<file path="config.mk">
export PLATFORM = sky130hd
export DESIGN_NAME = contiguous_block_allocator
export DESIGN_NICKNAME = d
export VERILOG_FILES = /design/src/rtl/cba_pkg.sv /design/src/rtl/contiguous_block_allocator.sv
export SDC_FILE = /design/constraint.sdc
export NUM_CORES = 2
export LEC_CHECK = 0
export BUFFER_PORTS_ARGS = -buffer_cell sky130_fd_sc_hd__buf_4
export CAP_MARGIN = 20
export CORE_ASPECT_RATIO = 0.9
export CORE_MARGIN = 8
export CORE_UTILIZATION = 55
export DETAILED_ROUTE_END_ITERATION = 7
export GPL_ROUTABILITY_DRIVEN = 0
export PLACE_DENSITY_LB_ADDON = 0.05
export SLEW_MARGIN = 5
export SYNTH_ARGS = -nofsm -noshare
export SYNTH_HDL_FRONTEND = slang
export SYNTH_SLANG_ARGS = --single-unit
export TNS_END_PERCENT = 20
</file>
<file path="constraint.sdc">
create_clock -name clk_i -period 11.2 [get_ports clk_i]
set_clock_uncertainty 0.15 [all_clocks]
set_input_delay 1.12 -clock clk_i [delete_from_list [all_inputs] [get_ports clk_i]]
set_output_delay 1.12 -clock clk_i [all_outputs]
set_load 0.02 [all_outputs]
</file>
<file path="src/rtl/cba_pkg.sv">
// Package of shared widths and codes for the contiguous block allocator.
`default_nettype none

package cba_pkg;

  // Busy-map word handled by the scanner in one cycle.
  localparam int unsigned WORD_W = 32;
  localparam int unsigned IDX_W  = 5;

  // Item field widths.
  localparam int unsigned START_W = 10;
  localparam int unsigned CNT_W   = 11;

  // Stream payload widths, padded to whole bytes.
  localparam int unsigned IN_DATA_W  = 24;
  localparam int unsigned OUT_DATA_W = 16;

  // Request kinds carried in the input tuser bit.
  localparam logic KIND_ALLOC   = 1'b0;
  localparam logic KIND_RELEASE = 1'b1;

endpackage : cba_pkg

`default_nettype wire

</file>
<file path="src/rtl/contiguous_block_allocator.sv">
// First-fit contiguous block allocator over a word-organised busy map.
// Allocate scans the map word by word, then runs a set-up step and a read-modify-write pass
// over the words of the run before the result; release skips the scan.
// NUM_WORDS = ceil(NUM_BLOCKS / 32).
// One item is in flight at a time; the next is taken in the cycle after its result leaves.
// Reset clears the control state; a clearing pass then zeroes the map.
`default_nettype none

module contiguous_block_allocator #(
  parameter int unsigned NUM_BLOCKS = 1024
) (
  input  wire logic                             clk_i,
  input  wire logic                             rst_ni,
  input  wire logic                             s_axis_tvalid_i,
  output logic                                  s_axis_tready_o,
  // start_block [9:0], block_count [20:10], zero padding [23:21]
  input  wire logic [cba_pkg::IN_DATA_W-1:0]    s_axis_tdata_i,
  // kind [0]
  input  wire logic                             s_axis_tuser_i,
  output logic                                  m_axis_tvalid_o,
  input  wire logic                             m_axis_tready_i,
  // run_start [9:0], zero padding [15:10]
  output logic [cba_pkg::OUT_DATA_W-1:0]        m_axis_tdata_o,
  // ok [0]
  output logic                                  m_axis_tuser_o
);

  localparam int unsigned WORD_W    = cba_pkg::WORD_W;
  localparam int unsigned IDX_W     = cba_pkg::IDX_W;
  localparam int unsigned START_W   = cba_pkg::START_W;
  localparam int unsigned CNT_W     = cba_pkg::CNT_W;
  localparam int unsigned NUM_WORDS = (NUM_BLOCKS + WORD_W - 1) / WORD_W;
  localparam int unsigned WA_W      = (NUM_WORDS > 1) ? $clog2(NUM_WORDS) : 1;
  localparam int unsigned WC_W      = $clog2(NUM_WORDS + 1);
  localparam int unsigned RUN_W     = $clog2(NUM_WORDS * WORD_W + 1);
  localparam int unsigned EXT_W     = ((RUN_W > CNT_W) ? RUN_W : CNT_W) + 1;
  localparam logic [EXT_W-1:0] NB_EXT   = EXT_W'(NUM_BLOCKS);
  localparam logic [WA_W-1:0]  LAST_WRD = WA_W'(NUM_WORDS - 1);

  localparam logic [2:0] ST_CLEAR = 3'd0;
  localparam logic [2:0] ST_IDLE  = 3'd1;
  localparam logic [2:0] ST_SCAN  = 3'd2;
  localparam logic [2:0] ST_MSET  = 3'd3;
  localparam logic [2:0] ST_MARK  = 3'd4;
  localparam logic [2:0] ST_RESP  = 3'd5;

  logic [2:0]         state_q, state_d;
  logic [WC_W-1:0]    iss_q, iss_d;
  logic               pend_q, pend_d;
  logic [WA_W-1:0]    proc_q, proc_d;
  logic [WA_W-1:0]    last_q, last_d;
  logic [RUN_W-1:0]   run_q, run_d;
  logic               kind_q, kind_d;
  logic [CNT_W-1:0]   count_q, count_d;
  logic [EXT_W-1:0]   lo_q, lo_d;
  logic [EXT_W-1:0]   hi_q, hi_d;
  logic               ok_q, ok_d;
  logic [START_W-1:0] rs_q, rs_d;

  logic [WORD_W-1:0]  mem [NUM_WORDS];
  logic [WORD_W-1:0]  rd_q;
  logic               rd_en;
  logic [WA_W-1:0]    rd_addr;
  logic               wr_en;
  logic [WA_W-1:0]    wr_addr;
  logic [WORD_W-1:0]  wr_data;

  logic               s_acc;
  logic               m_acc;
  logic [START_W-1:0] in_start;
  logic [CNT_W-1:0]   in_count;
  logic [EXT_W-1:0]   rel_sum;

  logic [WORD_W-1:0]  free_w;
  logic [WORD_W-1:0]  hit_w;
  logic [WORD_W-1:0]  mark_w;
  logic [IDX_W-1:0]   hit_idx;
  logic [IDX_W-1:0]   lead;
  logic               found;
  logic [RUN_W-1:0]   run_nxt;
  logic [EXT_W-1:0]   hit_end;
  logic [EXT_W-1:0]   hit_lo;

  assign s_acc    = s_axis_tvalid_i && s_axis_tready_o;
  assign m_acc    = m_axis_tvalid_o && m_axis_tready_i;
  assign in_start = s_axis_tdata_i[START_W-1:0];
  assign in_count = s_axis_tdata_i[START_W +: CNT_W];
  assign rel_sum  = EXT_W'(in_start) + EXT_W'(in_count);

  assign s_axis_tready_o = (state_q == ST_IDLE);
  assign m_axis_tvalid_o = (state_q == ST_RESP);
  assign m_axis_tdata_o  = {{(cba_pkg::OUT_DATA_W - START_W){1'b0}}, rs_q};
  assign m_axis_tuser_o  = ok_q;

  // Scanner: examines the word in rd_q, carrying the free run that ends at its bottom.
  always_comb begin
    logic [EXT_W-1:0] blk;
    logic             pre;
    logic             win_ok;
    free_w = '0;
    hit_w  = '0;
    mark_w = '0;
    pre    = 1'b1;
    blk    = '0;
    win_ok = 1'b1;
    for (int j = 0; j < WORD_W; j++) begin
      blk       = EXT_W'({proc_q, IDX_W'(j)});
      free_w[j] = !rd_q[j] && (blk < NB_EXT);
      mark_w[j] = (blk >= lo_q) && (blk < hi_q);
    end
    for (int i = 0; i < WORD_W; i++) begin
      pre = pre && free_w[i];
      if (count_q > CNT_W'(i + 1)) begin
        // A run this long must also use the free blocks carried from earlier words.
        hit_w[i] = pre && (EXT_W'(run_q) + EXT_W'(i + 1) >= EXT_W'(count_q));
      end else begin
        win_ok = 1'b1;
        for (int j = 0; j <= i; j++) begin
          if (count_q > CNT_W'(i - j)) begin
            win_ok = win_ok && free_w[j];
          end
        end
        hit_w[i] = win_ok;
      end
    end
    hit_idx = '0;
    for (int i = WORD_W - 1; i >= 0; i--) begin
      if (hit_w[i]) begin
        hit_idx = IDX_W'(i);
      end
    end
    lead = '0;
    for (int i = 0; i < WORD_W; i++) begin
      if (!free_w[i]) begin
        lead = IDX_W'(WORD_W - 1 - i);
      end
    end
    found   = |hit_w;
    run_nxt = (&free_w) ? run_q + RUN_W'(WORD_W) : RUN_W'(lead);
    hit_end = EXT_W'({proc_q, hit_idx}) + EXT_W'(1);
    hit_lo  = hit_end - EXT_W'(count_q);
  end

  // Sequencer.
  always_comb begin
    state_d = state_q;
    iss_d   = iss_q;
    pend_d  = 1'b0;
    proc_d  = proc_q;
    last_d  = last_q;
    run_d   = run_q;
    kind_d  = kind_q;
    count_d = count_q;
    lo_d    = lo_q;
    hi_d    = hi_q;
    ok_d    = ok_q;
    rs_d    = rs_q;
    rd_en   = 1'b0;
    rd_addr = iss_q[WA_W-1:0];
    wr_en   = 1'b0;
    wr_addr = iss_q[WA_W-1:0];
    wr_data = '0;
    unique case (state_q)
      ST_CLEAR: begin
        wr_en = 1'b1;
        if (iss_q[WA_W-1:0] == LAST_WRD) begin
          iss_d   = '0;
          state_d = ST_IDLE;
        end else begin
          iss_d = iss_q + WC_W'(1);
        end
      end
      ST_IDLE: begin
        if (s_acc) begin
          kind_d  = s_axis_tuser_i;
          count_d = in_count;
          if (s_axis_tuser_i == cba_pkg::KIND_RELEASE) begin
            ok_d    = 1'b1;
            rs_d    = in_start;
            lo_d    = EXT_W'(in_start);
            hi_d    = (rel_sum > NB_EXT) ? NB_EXT : rel_sum;
            state_d = ((in_count == '0) || (EXT_W'(in_start) >= NB_EXT)) ? ST_RESP : ST_MSET;
          end else if (in_count == '0) begin
            ok_d    = 1'b1;
            rs_d    = '0;
            state_d = ST_RESP;
          end else if (EXT_W'(in_count) > NB_EXT) begin
            ok_d    = 1'b0;
            rs_d    = '0;
            state_d = ST_RESP;
          end else begin
            iss_d   = '0;
            run_d   = '0;
            state_d = ST_SCAN;
          end
        end
      end
      ST_SCAN: begin
        if (iss_q < WC_W'(NUM_WORDS)) begin
          rd_en  = 1'b1;
          pend_d = 1'b1;
          proc_d = iss_q[WA_W-1:0];
          iss_d  = iss_q + WC_W'(1);
        end
        if (pend_q) begin
          if (found) begin
            lo_d    = hit_lo;
            hi_d    = hit_end;
            ok_d    = 1'b1;
            rs_d    = hit_lo[START_W-1:0];
            pend_d  = 1'b0;
            state_d = ST_MSET;
          end else if (proc_q == LAST_WRD) begin
            ok_d    = 1'b0;
            rs_d    = '0;
            pend_d  = 1'b0;
            state_d = ST_RESP;
          end else begin
            run_d = run_nxt;
          end
        end
      end
      ST_MSET: begin
        iss_d   = WC_W'(lo_q >> IDX_W);
        last_d  = WA_W'((hi_q - EXT_W'(1)) >> IDX_W);
        state_d = ST_MARK;
      end
      ST_MARK: begin
        // Read of the next word overlaps the write-back of the previous one.
        if (iss_q <= WC_W'(last_q)) begin
          rd_en  = 1'b1;
          pend_d = 1'b1;
          proc_d = iss_q[WA_W-1:0];
          iss_d  = iss_q + WC_W'(1);
        end
        if (pend_q) begin
          wr_en   = 1'b1;
          wr_addr = proc_q;
          wr_data = (kind_q == cba_pkg::KIND_ALLOC) ? (rd_q | mark_w) : (rd_q & ~mark_w);
          if (proc_q == last_q) begin
            pend_d  = 1'b0;
            state_d = ST_RESP;
          end
        end
      end
      ST_RESP: begin
        if (m_acc) begin
          state_d = ST_IDLE;
        end
      end
      default: begin
        state_d = ST_IDLE;
      end
    endcase
  end

  always_ff @(posedge clk_i or negedge rst_ni) begin
    if (!rst_ni) begin
      state_q <= ST_CLEAR;
      iss_q   <= '0;
      pend_q  <= 1'b0;
    end else begin
      state_q <= state_d;
      iss_q   <= iss_d;
      pend_q  <= pend_d;
    end
  end

  always_ff @(posedge clk_i) begin
    proc_q  <= proc_d;
    last_q  <= last_d;
    run_q   <= run_d;
    kind_q  <= kind_d;
    count_q <= count_d;
    lo_q    <= lo_d;
    hi_q    <= hi_d;
    ok_q    <= ok_d;
    rs_q    <= rs_d;
  end

  // Busy map memory: one write and one registered read per cycle.
  always_ff @(posedge clk_i) begin
    if (wr_en) begin
      mem[wr_addr] <= wr_data;
    end
    if (rd_en) begin
      rd_q <= mem[rd_addr];
    end
  end

`ifndef SYNTHESIS
  // Only one item is ever in flight.
  a_one_in_flight: assert property (@(posedge clk_i) disable iff (!rst_ni)
    !(s_axis_tready_o && m_axis_tvalid_o))
    else $error("input ready while a result is pending");

  a_busy_after_accept: assert property (@(posedge clk_i) disable iff (!rst_ni)
    s_acc |=> !s_axis_tready_o)
    else $error("input taken again straight after an item");

  a_fail_zero_start: assert property (@(posedge clk_i) disable iff (!rst_ni)
    (m_axis_tvalid_o && !m_axis_tuser_o) |-> (m_axis_tdata_o == '0))
    else $error("failed allocation reports a non-zero start");

  a_mark_in_range: assert property (@(posedge clk_i) disable iff (!rst_ni)
    ((state_q == ST_MARK) && pend_q) |-> (proc_q <= last_q))
    else $error("write-back beyond the last word of the run");
`endif

endmodule : contiguous_block_allocator

`default_nettype wire
</file>
==> reports/summary.txt <==
Final instance area = 67000 sq um
Arrival time at the worst endpoint = 9.04 ns
Switch share = 0.346
Wire length per cell = 31.7 microns
Hold crit path type = input pin to async pin
Sequential power share = 0.380
Via density = 7.02
Max Transition Viols Final = 0
Number of global-route vias before repair = 40100
Primary FF master, synth = edfxtp_1
First-pass GRT wire length = 272000 microns
Critical Path Start Type = register
CP Capture Type = register
Clock slew at the register clock pins of the worst setup and hold paths = 0.07 ns
CTS Buffer Depth = 3
Die Ht = 331 microns
# hold bufs at CTS = 0
Setup WS post-layout = 2.47 ns
NetSw = 4.65 mW
Synth area leaders = edfxtp_1 (56%), mux4_2 (12%), ha_1 (6.5%)
Clock share of power = 0.275
CTS Root Cell = clkbuf_16
Status = complete, but fails checks
Logic gate share of total power = 0.346
Initial core utilization = 0.555
Worst-Margin Slew = 1.23 ns
Clock Latency Late Sink = 0.72 ns
Total Wirelength = 188000 microns
Yosys Warn Count = 0
CTS resizes = 0
Final min period = 8.73 ns
Worst path slowest cell = ha_1
Max-Cap Viols = 0
CP max FO = 24
Peak VDD IR = 0.175 mV
Synth area leader = edfxtp_1
Total track usage = 0.301
Post-synth top cells = edfxtp_1 (1124), mux4_2 (320), ha_1 (315), nor2_1 (270), clkbuf_1 (229)
Yosys top cell area share = 0.557
Antenna Cells = 0
Hpwl dp = 112000 microns
Num Clock Sinks = 1134
Max Clock Freq = 115 MHz
Pleak = 22.3 nW
Distinct cells, synth = 85
Slew Limit Headroom = 0.183
Sequential area share after synthesis = 0.561
Final Hold Viols = 0
Critical path's most frequent cell = a21o_1
Synthesized area = 60600 sq um
Final cycle utilization of the critical path = 0.779
Setup slack at placement = 2.79 ns
Core Region = 109000 sq um
Detailed-route DRC error count = 212
Top-count cell post-synth = edfxtp_1
Share of cells above drive strength 1 = 0.183
Final setup violation count = 0
H-tree Lvls = 3
Post-CTS Setup Bufs = 0
DR pass1 iterations = 8
Mean Syn Cell Area = 13.9 sq um
Final nets = 4715
Die Wd = 366 microns
Internal power = 8.80 mW
Critical path type = register to register
Seq cells post-synth = 1134
Placed instance area = 63200 sq um
Min Hold Slack = 0.0710 ns
RSZ-0062 raised after global routing = false
Detail Route Antenna Nets = 0
DRT iter0 DRCs = 6787
Largest net degree at the start of global routing = 138
FP Rows = 115
Synthesized instance count = 4355
# port buffers = 38
P&R area growth vs syn = 10.7%
Die area = 121000 sq um
Initial antenna violation count = 1
Total CTS buffers = 111
Post-synth EDFFs = 1124
Power Dens Cells = 201 nW/um^2
Violated checks = design-rule violations
Asr flop ratio synth = 0.00882
Setup TNS = 0 ns
Pwr Total = 13.4 mW
I/O pin count = 48
Vias = 41500
GRT overflow = 0
Worst Path Required = 11.51 ns
Critical Path Max Stage Delay = 0.88 ns
CTS tree = built
==> logic make-up after synthesis <==
logic type / after synthesis / synth area share
DFF: 1134 / 0.561
AOI/OAI and AO/OA: 996 / 0.114
and+or+nand+nor: 866 / 0.0683
buffers and inverters: 431 / 0.0279
muxes: 359 / 0.126
adders and majority gates: 322 / 0.0666
xor gates and xnor gates: 246 / 0.0356
other: 1 / 0.0000619
==> cell type report <==
type | instances | area [sq um]
clock inverter | 61 | 704
timing repair buffer | 209 | 1740
fill | 8199 | 42200
tap | 1462 | 1830
inverter | 117 | 439
clock buffer | 139 | 2900
multi-input combinational | 2796 | 25400
sequential | 1134 | 34000
==> path summary, 6_finish.rpt <==
kind | endpoint | slack (ns) | cells past startpoint | from
max in group asynchronous | iss_q[2] | 10.65 | 1 | rst_ni
worst min register to register | run_q[5] | 0.45 | 1 | run_q[5]
worst max register to register | lo_q[10] | 2.47 | 29 | run_q[5]
min in group clk_i | run_q[5] | 0.45 | 1 | run_q[5]
worst max-delay path | lo_q[10] | 2.47 | 29 | run_q[5]
worst min-delay path | pend_q | 0.07 | 1 | rst_ni
==> power groups by stage <==
stage          Sequential [mW]  Clock (mW)  Combinational, mW
2_1_floorplan             5.02           0               3.28
3_3_place_gp              5.19           0               4.52
3_5_place_dp              5.19           0               4.54
4_1_cts                   5.10        3.75               4.57
5_1_grt                   5.12        3.91               4.97
6_report                  5.10        3.70               4.65
==> worst max-delay path: cells and delay by family (launching register included) <==
family | cells | cell delay, ns
buf+inv | 2 | 0.54
compound gates | 15 | 3.84
flops | 1 | 0.37
fa+ha+maj | 4 | 1.62
xor+xnor | 3 | 0.52
simple gates | 5 | 1.39
==> through the flow <==
stage,std cells,util
6_report,5918,0.614
5_1_grt,5918,0.614
4_1_cts,5898,0.612
3_5_place_dp,5698,0.579
3_3_place_gp,5691,0.578
2_1_floorplan,4361,-
==> sequential cells by signal, indices dropped and copies added (netlist names), 3 cells and up <==
register and flops:
count_q 11, hi_q 12, iss_q 6, last_q 5, lo_q 12, mem 1024
proc_q 5, rd_q 32, rs_q 10, run_q 11, state_q 3
==> layer usage <==
| metal | vias up | global-route usage | wire length, microns |
|---|---|---|---|
| li1 | 17400 | - | - |
| met1 | 20800 | 0.421 | 76100 |
| met2 | 2648 | 0.459 | 82600 |
| met3 | 698 | 0.0733 | 20000 |
| met4 | 4 | 0.115 | 8760 |
| met5 | - | 0 | 46 |
==> cells in the final DEF (no fill, tap or decap), types with 31 or more instances in the layout <==
cell          n
nand3_1      71
a211oi_1     35
nand4_1      40
a21oi_1     225
clkbuf_16   112
nor2_1      227
buf_4       179
inv_1       114
o211ai_1     39
xor2_1       90
xnor2_1     156
a2111oi_0    31
mux2_2       33
a21o_1       61
nand2_1     216
mux4_2      320
a22oi_1      45
o21a_1       35
a221oi_1     35
ha_1        315
edfxtp_1   1124
nor3_1       63
a31oi_1      33
nand2b_1     43
nor2_4       33
o21ai_0     154
Power figures use the tool's default switching activity.
